File: src/sv/cos_pkg.sv
// ----------------------------------------------------------------------------
// cos_pkg: circle overlap separation package
// Shared widths, step counts and controller/datapath command types.
// ----------------------------------------------------------------------------
package cos_pkg;

  localparam int POS_BITS_DEF = 24;   // default position width
  localparam int ID_W         = 16;
  localparam int RAD_W        = 16;
  localparam int MW           = 17;   // radius sum
  localparam int DW           = 18;   // delta once the far test has passed
  localparam int D2W          = 35;   // squared distance
  localparam int NW           = 35;   // magnitude of delta * overlap
  localparam int SQ_STEPS     = 18;   // one root bit per step
  localparam int DIV_STEPS    = 35;   // one quotient bit per step
  localparam int CW           = 6;    // step counter

  typedef struct packed {
    logic take;
    logic load;
    logic delta;
    logic sqx;
    logic sqy;
    logic msq;
    logic sq_init;
    logic sq_step;
    logic mulx;
    logic muly;
    logic div_init;
    logic div_step;
    logic upd;
  } cos_cmd_t;

  typedef struct packed {
    logic is_load;
    logic same_id;
    logic far;
    logic no_hit;
  } cos_sts_t;

endpackage

File: src/sv/cos_ctrl.sv
// ----------------------------------------------------------------------------
// cos_ctrl: sequencing controller
// Walks one item through load, or test, square root, divide and update.
// ----------------------------------------------------------------------------
module cos_ctrl (
  input  logic              clk_i,
  input  logic              rst_ni,
  input  logic              in_valid_i,
  output logic              in_ready_o,
  output logic              out_valid_o,
  input  logic              out_ready_i,
  input  cos_pkg::cos_sts_t sts_i,
  output cos_pkg::cos_cmd_t cmd_o
);
  import cos_pkg::*;

  localparam logic [3:0] S_IDLE = 4'd0;
  localparam logic [3:0] S_DEC  = 4'd1;
  localparam logic [3:0] S_TEST = 4'd2;
  localparam logic [3:0] S_SQY  = 4'd3;
  localparam logic [3:0] S_MSQ  = 4'd4;
  localparam logic [3:0] S_CMP  = 4'd5;
  localparam logic [3:0] S_SQRT = 4'd6;
  localparam logic [3:0] S_MULX = 4'd7;
  localparam logic [3:0] S_MULY = 4'd8;
  localparam logic [3:0] S_DIVI = 4'd9;
  localparam logic [3:0] S_DIV  = 4'd10;
  localparam logic [3:0] S_UPD  = 4'd11;
  localparam logic [3:0] S_OUT  = 4'd12;

  logic [3:0]    state_q, state_d;
  logic [CW-1:0] cnt_q, cnt_d;

  always_comb begin
    state_d     = state_q;
    cnt_d       = cnt_q;
    cmd_o       = '0;
    in_ready_o  = 1'b0;
    out_valid_o = 1'b0;
    unique case (state_q)
      S_IDLE: begin
        in_ready_o = 1'b1;
        if (in_valid_i) begin
          cmd_o.take = 1'b1;
          state_d    = S_DEC;
        end
      end
      S_DEC: begin
        if (sts_i.is_load) begin
          cmd_o.load = 1'b1;
          state_d    = S_OUT;
        end else begin
          cmd_o.delta = 1'b1;
          state_d     = S_TEST;
        end
      end
      S_TEST: begin
        if (sts_i.same_id || sts_i.far) begin
          state_d = S_OUT;
        end else begin
          cmd_o.sqx = 1'b1;
          state_d   = S_SQY;
        end
      end
      S_SQY: begin
        cmd_o.sqy = 1'b1;
        state_d   = S_MSQ;
      end
      S_MSQ: begin
        cmd_o.msq = 1'b1;
        state_d   = S_CMP;
      end
      S_CMP: begin
        if (sts_i.no_hit) begin
          state_d = S_OUT;
        end else begin
          cmd_o.sq_init = 1'b1;
          cnt_d         = CW'(SQ_STEPS - 1);
          state_d       = S_SQRT;
        end
      end
      S_SQRT: begin
        cmd_o.sq_step = 1'b1;
        cnt_d         = cnt_q - 1'b1;
        if (cnt_q == '0) state_d = S_MULX;
      end
      S_MULX: begin
        cmd_o.mulx = 1'b1;
        state_d    = S_MULY;
      end
      S_MULY: begin
        cmd_o.muly = 1'b1;
        state_d    = S_DIVI;
      end
      S_DIVI: begin
        cmd_o.div_init = 1'b1;
        cnt_d          = CW'(DIV_STEPS - 1);
        state_d        = S_DIV;
      end
      S_DIV: begin
        cmd_o.div_step = 1'b1;
        cnt_d          = cnt_q - 1'b1;
        if (cnt_q == '0) state_d = S_UPD;
      end
      S_UPD: begin
        cmd_o.upd = 1'b1;
        state_d   = S_OUT;
      end
      S_OUT: begin
        out_valid_o = 1'b1;
        if (out_ready_i) state_d = S_IDLE;
      end
      default: state_d = S_IDLE;
    endcase
  end

  always_ff @(posedge clk_i or negedge rst_ni) begin
    if (!rst_ni) begin
      state_q <= S_IDLE;
      cnt_q   <= '0;
    end else begin
      state_q <= state_d;
      cnt_q   <= cnt_d;
    end
  end

endmodule

File: config.mk
export PLATFORM = sky130hd
export DESIGN_NAME = cos_ctrl
export DESIGN_NICKNAME = d
export VERILOG_FILES = /design/src/sv/cos_pkg.sv /design/src/sv/cos_ctrl.sv
export SDC_FILE = /design/constraint.sdc
export NUM_CORES = 1
export LEC_CHECK = 0
export BUFFER_PORTS_ARGS = -buffer_cell sky130_fd_sc_hd__buf_2
export CAP_MARGIN = 20
export CORE_ASPECT_RATIO = 1.4
export CORE_UTILIZATION = 40
export DETAILED_ROUTE_END_ITERATION = 16
export GPL_TIMING_DRIVEN = 0
export MAX_ROUTING_LAYER = met4
export PLACE_DENSITY = 0.65
export REMOVE_ABC_BUFFERS = 1
export SETUP_SLACK_MARGIN = 0.4
export SLEW_MARGIN = 20
export SYNTH_ARGS = -nofsm -noshare
export SYNTH_HDL_FRONTEND = slang
export SYNTH_SLANG_ARGS = --single-unit
export TNS_END_PERCENT = 5
File: constraint.sdc
create_clock -name clk_i -period 2.8 [get_ports clk_i]
set_clock_uncertainty 0.05 [all_clocks]
set_input_delay 0.14 -clock clk_i [delete_from_list [all_inputs] [get_ports clk_i]]
set_output_delay 0.14 -clock clk_i [all_outputs]
set_load 0.02 [all_outputs]
# Word-level counts from Yosys, hierarchy flattened
# Index checks and enable logic that the tools add are counted.
[totals] memories=0 latch_bits=0 register_bits=10 ram_bits=0 elab_cells=56 rom_bits=0
[classes] n_div=0 n_mul=0 n_shift=0 n_addsub=1 n_eq_ne=17 muxes=29 magnitude_cmp=0 bitwise_logic=0 n_reduce_logical=7
[op_table] op="case mux 4 bit (13 select lines)" n=1
[op_table] op="two-way mux 4 bit" n=7
[op_table] op="== test 4 bit (second input constant)" n=5
[op_table] op="two-way mux 1 bit" n=18
[op_table] op="case mux 6 bit (3 select lines)" n=1
[op_table] op="== test 4 x 3 -> 1 bit (second input constant)" n=4
[op_table] op="inequality test 2 bit (second input constant)" n=5
[op_table] op="== test 4 x 2 -> 1 bit (second input constant)" n=2
[op_table] op="logical NOT 6 bit" n=1
[op_table] op="two-way mux 6 bit" n=1
[op_table] op="subtractor 6 x 1 -> 6 bit (second input constant)" n=1
[op_table] op="== test 4 x 1 -> 1 bit (second input constant)" n=1
[op_table] op="logical NOT 4 bit" n=1
[op_table] op="AND reduction 4 bit" n=1
[op_table] op="nonzero test 3 bit" n=1
[op_table] op="two-way mux 2 bit" n=1
[op_table] op="AND reduction 2 bit" n=1
[op_table] op="OR reduction 2 bit" n=1
[op_table] op="logical OR 1 bit" n=1

# Depth between registers and ports, before layout
# Gate-level depths: netlist of run 1.
[logic_depth] depth_word=4 mapped_depth=6 mapped_depth_nobuf=5

# Worst setup path before layout of run 1
# OpenSTA, ideal clock, no wires.
[synth_timing] path_kind="register to output" from="register state_q[2]" to="output port cmd_o[9] in the netlist's numbering" t_arrival_ps=1561 stages_incl_launch_ff=5 path_slack_ps=1049 required_time_ps=2610 cell_sequence="dfrtp_1 buf_2 or2_1 buf_2 nor4_1"
[synth_rtl] element="from (decl)" line="cos_ctrl.sv:31" rtl="logic [3:0] state_q, state_d;"
[synth_rtl] element="from (signal assigned)" line="cos_ctrl.sv:122" rtl="state_q <= state_d;"
[synth_rtl] element="to (decl)" line="cos_ctrl.sv:13" rtl="output cos_pkg::cos_cmd_t cmd_o"

==> impl_metrics.yaml, run 1 <==
outcome:
  outcome: "finished clean"
sta:
  hold_slack_ns: 0.1384
  final.min_clock_period_ns: 1.804
  fmax_mhz: 554.3
  maxSlewViolCount: 0
  setup_tns_ns: 0
  rsz0062_at_grt: "false"
  hold_viol: 0
  setup_violations: 0
  tightest_slew_ns: 0.3815
  relSlewSlack_pct: 74.56
  period_share_pct: 64.44
  finalWorstSetupSlack_ns: 0.9958
min_path:
  hold_path_class: "in2reg"
synthesis:
  synth.area.top_cells: "dfrtp_1 34%, nor2_1 7.6%, a21oi_1 4.0%"
  synth-edff-count: 0
  syn_area_sq_um: 743.2
  ys_types: 34
  synth_warnings: 0
  synth-main-ff-cell: "dfrtp_1"
  synthArstFlopShare_pct: 100.0
  synthesis.instances: 89
  yosysTopAreaCell: "dfrtp_1"
  yosysTopAreaCellShare_pct: 33.67
  seq_area_frac_synth_pct: 33.67
  syn_avg_cell_area_sq_um: 8.351
  ys_seq_elements: 10
cells_and_area:
  final_cell_mix: "22 x buf_2, 15 x nor2_1, 10 x dfrtp_1"
  final_cells: 131
  drive_above_1_share_pct: 30.63
  syn2layout_area_growth_pct: 19.36
  fin_util_pct: 50.50
  fin_area_sq_um: 887.1
  diodes: 0
  layout_commonest_cell: "buf_2"
  n_fill_cell: 181
  nNetsFinal: 121
placement:
  dp_slack_ns: 1.215
  io_buffers: 22
  dpl.hpwl_um: 1334
  postPlaceCellArea_sq_um: 840.8
  routabilityCongestion: 0.7323
  placed_cells: 126
detailed_routing:
  vias_per_cell: 5.557
  first_iter_violations: 15
  drtPass1Iterations: 4
  drt-total-wl_um: 1698
  final_antenna_net_count: 0
  drc: 0
  wl_per_cell_um: 12.96
  detailroute.via_count: 728
power:
  p_int_mw: 0.5593
  power_density_nw_per_um2: 1201
  p_seq_share_pct: 29.9
  power.total_mw: 1.065
  pwr-share-comb_pct: 57.8
  peakVddDrop_v: 0.0005758
  total_leakage_power_nw: 0.4364
  power_frac_clock_pct: 12.3
  p_switching_mw: 0.5059
  switching_share_pct: 47.50
die:
  die_area_sq_um: 2037
  ios: 23
  coreArea_sq_um: 1757
  die_h_um: 53
  die_w_um: 38.43
  rows: 18
  start_util_pct: 42.31
worst_setup_path:
  crit_arrival_ns: 1.61
  critPathCaptureType: "output port"
  path_max_fanout: 11
  critPathLaunchType: "flop"
  critPathRequiredTime_ns: 2.61
  worstSetupPathType: "reg2out"
cts:
  clock_tree.buffer_depth: 2
  ctsRootBufferMaster: "clkbuf_4"
  clkTransAtPathRegs_ns: 0.06
  numCtsBuffers: 3
  htree_levels: 1
  cts_sinks: 10
  cts_tree: "built"
  post_cts_buffers: 0
  clk-insertion-delay-late_ns: 0.27
job:
  drv_cap: 0
global_routing:
  gr-usage-all-layers_pct: 19.70
  grt_start_max_net_pins: 12
  grt_pass1_wl_um: 2635
  antenna_found_initial: 0
  overflow: 0
  grt_pass1_vias: 682
==> Yosys cell counts, types with 2 or more instances <==
library cell,count
a21oi_1,6
buf_2,3
nor3_1,5
dfrtp_1,10
a211o_1,2
inv_1,4
o21ai_0,6
buf_6,2
nor3b_1,4
nor4_1,2
nand2_1,4
and2_1,2
or2_1,2
nor2_1,15
nand2b_1,3
==> path summary, 6_finish.rpt <==
check / start / end / slack, ns / depth (start not counted)
max: state_q[2] / cmd_o[12] / 1.0 / 4
max in group asynchronous: rst_ni / state_q[3] / 2.29 / 2
min reg2reg: cnt_q[5] / cnt_q[5] / 0.47 / 1
min in group asynchronous: rst_ni / cnt_q[0] / 0.21 / 2
min: out_ready_i / state_q[2] / 0.14 / 4
max reg2reg: state_q[2] / cnt_q[5] / 1.20 / 4
==> kinds of logic (layout without fill, tap and decap cells) <==
group                    count (synthesis)  count (layout)  synth area share (%)
flip-flops                              10              10                 33.67
AO/OA/AOI/OAI                           27              27                 26.10
adder cells (fa/ha/maj)                  1               1                 1.683
buffers and inverters                    9              31                 7.069
AND/OR/NAND/NOR                         41              41                 29.29
XOR/XNOR                                 1               1                 2.189
==> routing by layer <==
layer / routed length (um) / vias up / global-route usage, %
met5: 0 / - / -
met4: 52 / 0 / 14.37
li1: - / 360 / -
met3: 52 / 4 / 2.521
met2: 930 / 21 / 36.16
met1: 663 / 343 / 17.59
==> power by group through the flow <==
stage | clock network (mW) | logic (mW) | registers [mW]
3_5_place_dp | 0 | 0.623 | 0.323
2_1_floorplan | 0 | 0.485 | 0.297
3_3_place_gp | 0 | 0.608 | 0.319
5_1_grt | 0.145 | 0.675 | 0.335
4_1_cts | 0.136 | 0.627 | 0.319
6_report | 0.131 | 0.615 | 0.319
==> worst max-delay path, cell delays in order (launching register included) <==
cell and delay, ns:
dfrtp_1 0.51, or2_1 0.39, nor2_1 0.16, and2_1 0.13, buf_2 0.15
==> registers in the layout, summed over array words and instances (netlist names) <==
register,count
cnt_q,6
state_q,4
==> what timing repair did <==
item / 4_1_cts / 5_1_grt
gates resized for setup: 0 / 0
hold endpoints to repair: 10 / 0
hold buffers: 1 / 0
==> final cells by class <==
| class | instances | area [sq um] | share of cell area, % |
|---|---|---|---|
| inverter | 4 | 15.01 | 1.693 |
| clock buffer | 4 | 36.28 | 4.090 |
| sequential | 10 | 250.2 | 28.21 |
| multi-input combinational | 70 | 440.4 | 49.65 |
| timing repair buffer | 23 | 120.1 | 13.54 |
| tap | 20 | 25.02 | 2.821 |
Power figures use the tool's default switching activity.
==> run 2: changes to the inputs <==
- clock period: 2.8 -> 1.8 ns (I/O delays scaled with it)
==> run 2 against run 1 <==
Worst setup slack got worse by 0.73 ns. Largest cell class unchanged. Die area did not move. Final cell count rose by 9.9%. Critical endpoint is now cmd_o[9]. Critical path type unchanged. Combinational power rose by 120%. Highest routed layer unchanged. Non-clock buffer count rose by 13.
==> impl_metrics.yaml, run 2 (synthesized netlist as in run 1, its figures left out) <==
outcome:
  outcome: "finished clean"
cts:
  ctsRootBufferMaster: "clkbuf_4"
  cts_sinks: 10
  numCtsBuffers: 3
  clock_tree.buffer_depth: 2
  cts_tree: "built"
  clk-insertion-delay-late_ns: 0.27
  htree_levels: 1
  clkTransAtPathRegs_ns: 0.07
placement:
  dpl.hpwl_um: 1334
  routabilityCongestion: 0.7323
  io_buffers: 22
worst_setup_path:
  critPathLaunchType: "flop"
  path_max_fanout: 7
  worstSetupPathType: "reg2out"
  critPathRequiredTime_ns: 1.66
  critPathCaptureType: "output port"
  crit_arrival_ns: 1.39
cells_and_area:
  diodes: 0
  nNetsFinal: 134
  reg_top3: "cnt_q: 6 flops, state_q: 4 flops"
  n_fill_cell: 167
  final_cell_mix: "20 x buf_2, 14 x nor2_1, 13 x buf_4"
  top_register: "cnt_q"
  drive_above_1_share_pct: 46.77
  syn2layout_area_growth_pct: 41.41
  layout_commonest_cell: "buf_2"
  largest_reg_flops: 6
die:
  die_area_sq_um: 2037
  ios: 23
  rows: 18
  die_h_um: 53
  coreArea_sq_um: 1757
  die_w_um: 38.43
  start_util_pct: 42.31
power:
  switching_share_pct: 44.36
  p_switching_mw: 0.9033
  power_density_nw_per_um2: 1937
  pwr-share-comb_pct: 65.1
  p_int_mw: 1.133
  power_frac_clock_pct: 10.2
  power.total_mw: 2.036
  p_seq_share_pct: 24.7
  total_leakage_power_nw: 0.5104
  peakVddDrop_v: 0.001134
sta:
  maxSlewViolCount: 0
  relSlewSlack_pct: 82.19
  period_share_pct: 85.12
  tightest_slew_ns: 0.2669
  setup_tns_ns: 0
  hold_viol: 0
  setup_violations: 0
  final.min_clock_period_ns: 1.532
  rsz0062_at_grt: "true"
  fmax_mhz: 652.7
job:
  drv_cap: 0
global_routing:
  overflow: 0
  grt_start_max_net_pins: 11
  antenna_found_initial: 0
  gr-usage-all-layers_pct: 21.92
  grt_pass1_vias: 777
  grt_pass1_wl_um: 2960
detailed_routing:
  wl_per_cell_um: 13.36
  drtPass1Iterations: 4
  final_antenna_net_count: 0
  detailroute.via_count: 797
  drc: 0
  first_iter_violations: 8
  drt-total-wl_um: 1924
  vias_per_cell: 5.535
min_path:
  hold_path_class: "in2reg"
## run 2: worst max-delay path: stages (launching register included)
cell and delay (ns):
dfrtp_2 0.48, or2_4 0.29, nor4_1 0.15, buf_2 0.20
## run 2: cell type report
type                    instances  area (sq um)  share of cell area, %
flip-flops and latches         10         255.2                  24.29
clock buffers                   4         36.28                  3.452
multi-input cells              70         480.5                  45.71
well taps                      20         25.02                  2.381
inverters                       4         15.01                  1.429
repair buffers                 36         239.0                  22.74
## run 2: through the flow
stage	instances	cell area (sq um)	hold WS [ns]	util [%]	setup slack (ns)
final	144	1051	0.07720	59.83	0.2678
after floorplan	84	705.7	-0.2556	-	0.1961
after global routing	144	1051	0.1116	59.83	0.2123
after global placement	126	840.8	-0.08761	47.86	0.2135
after CTS	142	1025	0.07983	58.33	0.2706
after detailed placement	126	840.8	-0.08098	47.86	0.2145
## run 2: power groups by stage
stage               Sequential [mW]  Combinational [mW]  Clock (mW)
floorplan                     0.462               0.754           0
global placement              0.496               0.945           0
detailed placement            0.502               0.969           0
CTS                           0.487                1.29       0.211
global route                  0.519                1.44       0.226
finish                        0.503                1.33       0.207
## run 2: path summary, 6_finish.rpt
path / startpoint / slack [ns] / to / cells past startpoint
hold / removal: out_ready_i / 0.08 / state_q[2] / 4
min in group asynchronous: rst_ni / 0.16 / cnt_q[3] / 2
hold reg to reg: cnt_q[5] / 0.47 / cnt_q[5] / 1
setup reg to reg: state_q[2] / 0.27 / cnt_q[5] / 5
setup / recovery: state_q[2] / 0.27 / cmd_o[9] / 3
max in group asynchronous: rst_ni / 1.33 / state_q[3] / 2
## run 2: layer usage
layer | share of wire, % | global-route usage, %
met5 | 0 | -
met4 | 2.9 | 16.09
met3 | 2.7 | 2.521
met2 | 56 | 40.68
met1 | 39 | 19.26
## run 2: repair_timing
item | 4_1_cts | 5_1_grt
buffers inserted | 11 | 2
endpoints found under the hold margin | 10 | 0
pin swaps | 5 | 1
resized for setup | 14 | 2
hold buffers | 1 | 0
setup endpoints to repair | 22 | 22
==> run 3: changes to the inputs <==
- RECOVER_POWER: unset -> 50
- clock period: 1.8 -> 1.7 ns (I/O delays scaled with it)
==> run 3 against run 2 <==
Wire length is 0.36% higher. Highest routed layer unchanged. Critical endpoint is now cmd_o[2]. Largest power group unchanged. Die area stayed put. Critical path type unchanged. Via count is 0.25% lower.
==> impl_metrics.yaml, run 3 (synthesized netlist as in run 1, its figures left out) <==
global_routing:
  grt_pass1_wl_um: 2856
  overflow: 0
  grt_pass1_vias: 755
  antenna_found_initial: 0
  grt_start_max_net_pins: 11
  gr-usage-all-layers_pct: 21.27
cts:
  cts_tree: "built"
  clkTransAtPathRegs_ns: 0.06
  clk-insertion-delay-late_ns: 0.27
  clock_tree.buffer_depth: 2
  ctsRootBufferMaster: "clkbuf_4"
  cts_sinks: 10
  htree_levels: 1
  numCtsBuffers: 3
cells_and_area:
  layout_commonest_cell: "buf_2"
  top_register: "cnt_q"
  syn2layout_area_growth_pct: 35.69
  reg_top3: "cnt_q: 6 flops, state_q: 4 flops"
  nNetsFinal: 131
  final_cells: 141
  fin_area_sq_um: 1008
  largest_reg_flops: 6
  drive_above_1_share_pct: 42.15
  fin_util_pct: 57.41
  diodes: 0
  final_cell_mix: "18 x buf_2, 14 x nor2_1, 11 x buf_4"
worst_setup_path:
  max_stage_delay_ns: 0.48
  crit_arrival_ns: 1.45
  path_cells: "or2b_1 > nor2_4 > buf_4"
  critPathRequiredTime_ns: 1.56
  critPathBufInv: 1
  worstSetupPathType: "reg2out"
  critPathCaptureType: "output port"
  critPathLaunchType: "flop"
  critPathSlowestCell: "dfrtp_1"
  path_max_fanout: 7
  cp_top_family: "simple AND/OR/NAND/NOR gates"
power:
  power_density_nw_per_um2: 2039
  peakVddDrop_v: 0.001064
  power.total_mw: 2.057
  total_leakage_power_nw: 0.4889
detailed_routing:
  drtPass1Iterations: 4
  detailroute.via_count: 795
  first_iter_violations: 18
  final_antenna_net_count: 0
  drt-total-wl_um: 1931
  vias_per_cell: 5.638
  wl_per_cell_um: 13.70
  drc: 0
sta:
  maxSlewViolCount: 0
  finalWorstSetupSlack_ns: 0.1139
  fmax_mhz: 630.5
  rsz0062_at_grt: "true"
  setup_violations: 0
  setup_tns_ns: 0
  period_share_pct: 93.30
  tightest_slew_ns: 0.5637
  relSlewSlack_pct: 62.42
  final.min_clock_period_ns: 1.586
  hold_slack_ns: 0.07619
  hold_viol: 0
placement:
  io_buffers: 22
  postPlaceCellArea_sq_um: 840.8
  dpl.hpwl_um: 1334
  routabilityCongestion: 0.7323
  placed_cells: 126
  dp_slack_ns: 0.1145
outcome:
  outcome: "finished clean"
die:
  die_w_um: 38.43
  start_util_pct: 42.31
  coreArea_sq_um: 1757
  ios: 23
  die_area_sq_um: 2037
  rows: 18
  die_h_um: 53
job:
  drv_cap: 0
min_path:
  hold_path_class: "in2reg"
[run 3: layout make-up]
type | count | area, sq um
inverters | 4 | 15.01
well taps | 20 | 25.02
flip-flops and latches | 10 | 252.7
repair buffers | 33 | 201.4
fillers | 173 | 748.2
multi-input cells | 70 | 478.0
clock buffers | 4 | 36.28
[run 3: worst paths after layout]
path | startpoint | to | slack [ns] | cells after the start
min in group asynchronous | rst_ni | cnt_q[3] | 0.26 | 2
min reg2reg | cnt_q[5] | cnt_q[5] | 0.47 | 1
max reg2reg | state_q[0] | cnt_q[5] | 0.15 | 5
max in group asynchronous | rst_ni | state_q[2] | 0.93 | 2
max | state_q[3] | cmd_o[2] | 0.11 | 3
min | out_ready_i | state_q[2] | 0.08 | 4
[run 3: repair_timing]
item                                    in CTS  in global routing
hold buffers                                 1                  0
pin swaps                                    4                  2
buffers inserted                            10                  0
endpoints found under the setup margin      25                 25
gates resized for setup                     13                  5
hold endpoints to repair                    10                  0
[run 3: tightest hold or removal path, delay by kind of cell]
family / cells / cell delay (ns)
simple gates: 2 / 0.11
compound gates: 1 / 0.07
buf+inv: 1 / 0.09
[run 3: power by group]
part           total [mW]  internal [mW]  leakage (nW)  switching, mW
registers           0.528          0.359         0.120          0.169
clock network       0.216          0.130        0.0210         0.0862
logic                1.31          0.628         0.348          0.684
[run 3: per-layer routing]
layer | track usage [%] | wire length [um]
met1 | 18.37 | 730
met5 | - | 0
met3 | 2.521 | 63
met4 | 14.94 | 57
met2 | 40.11 | 1079
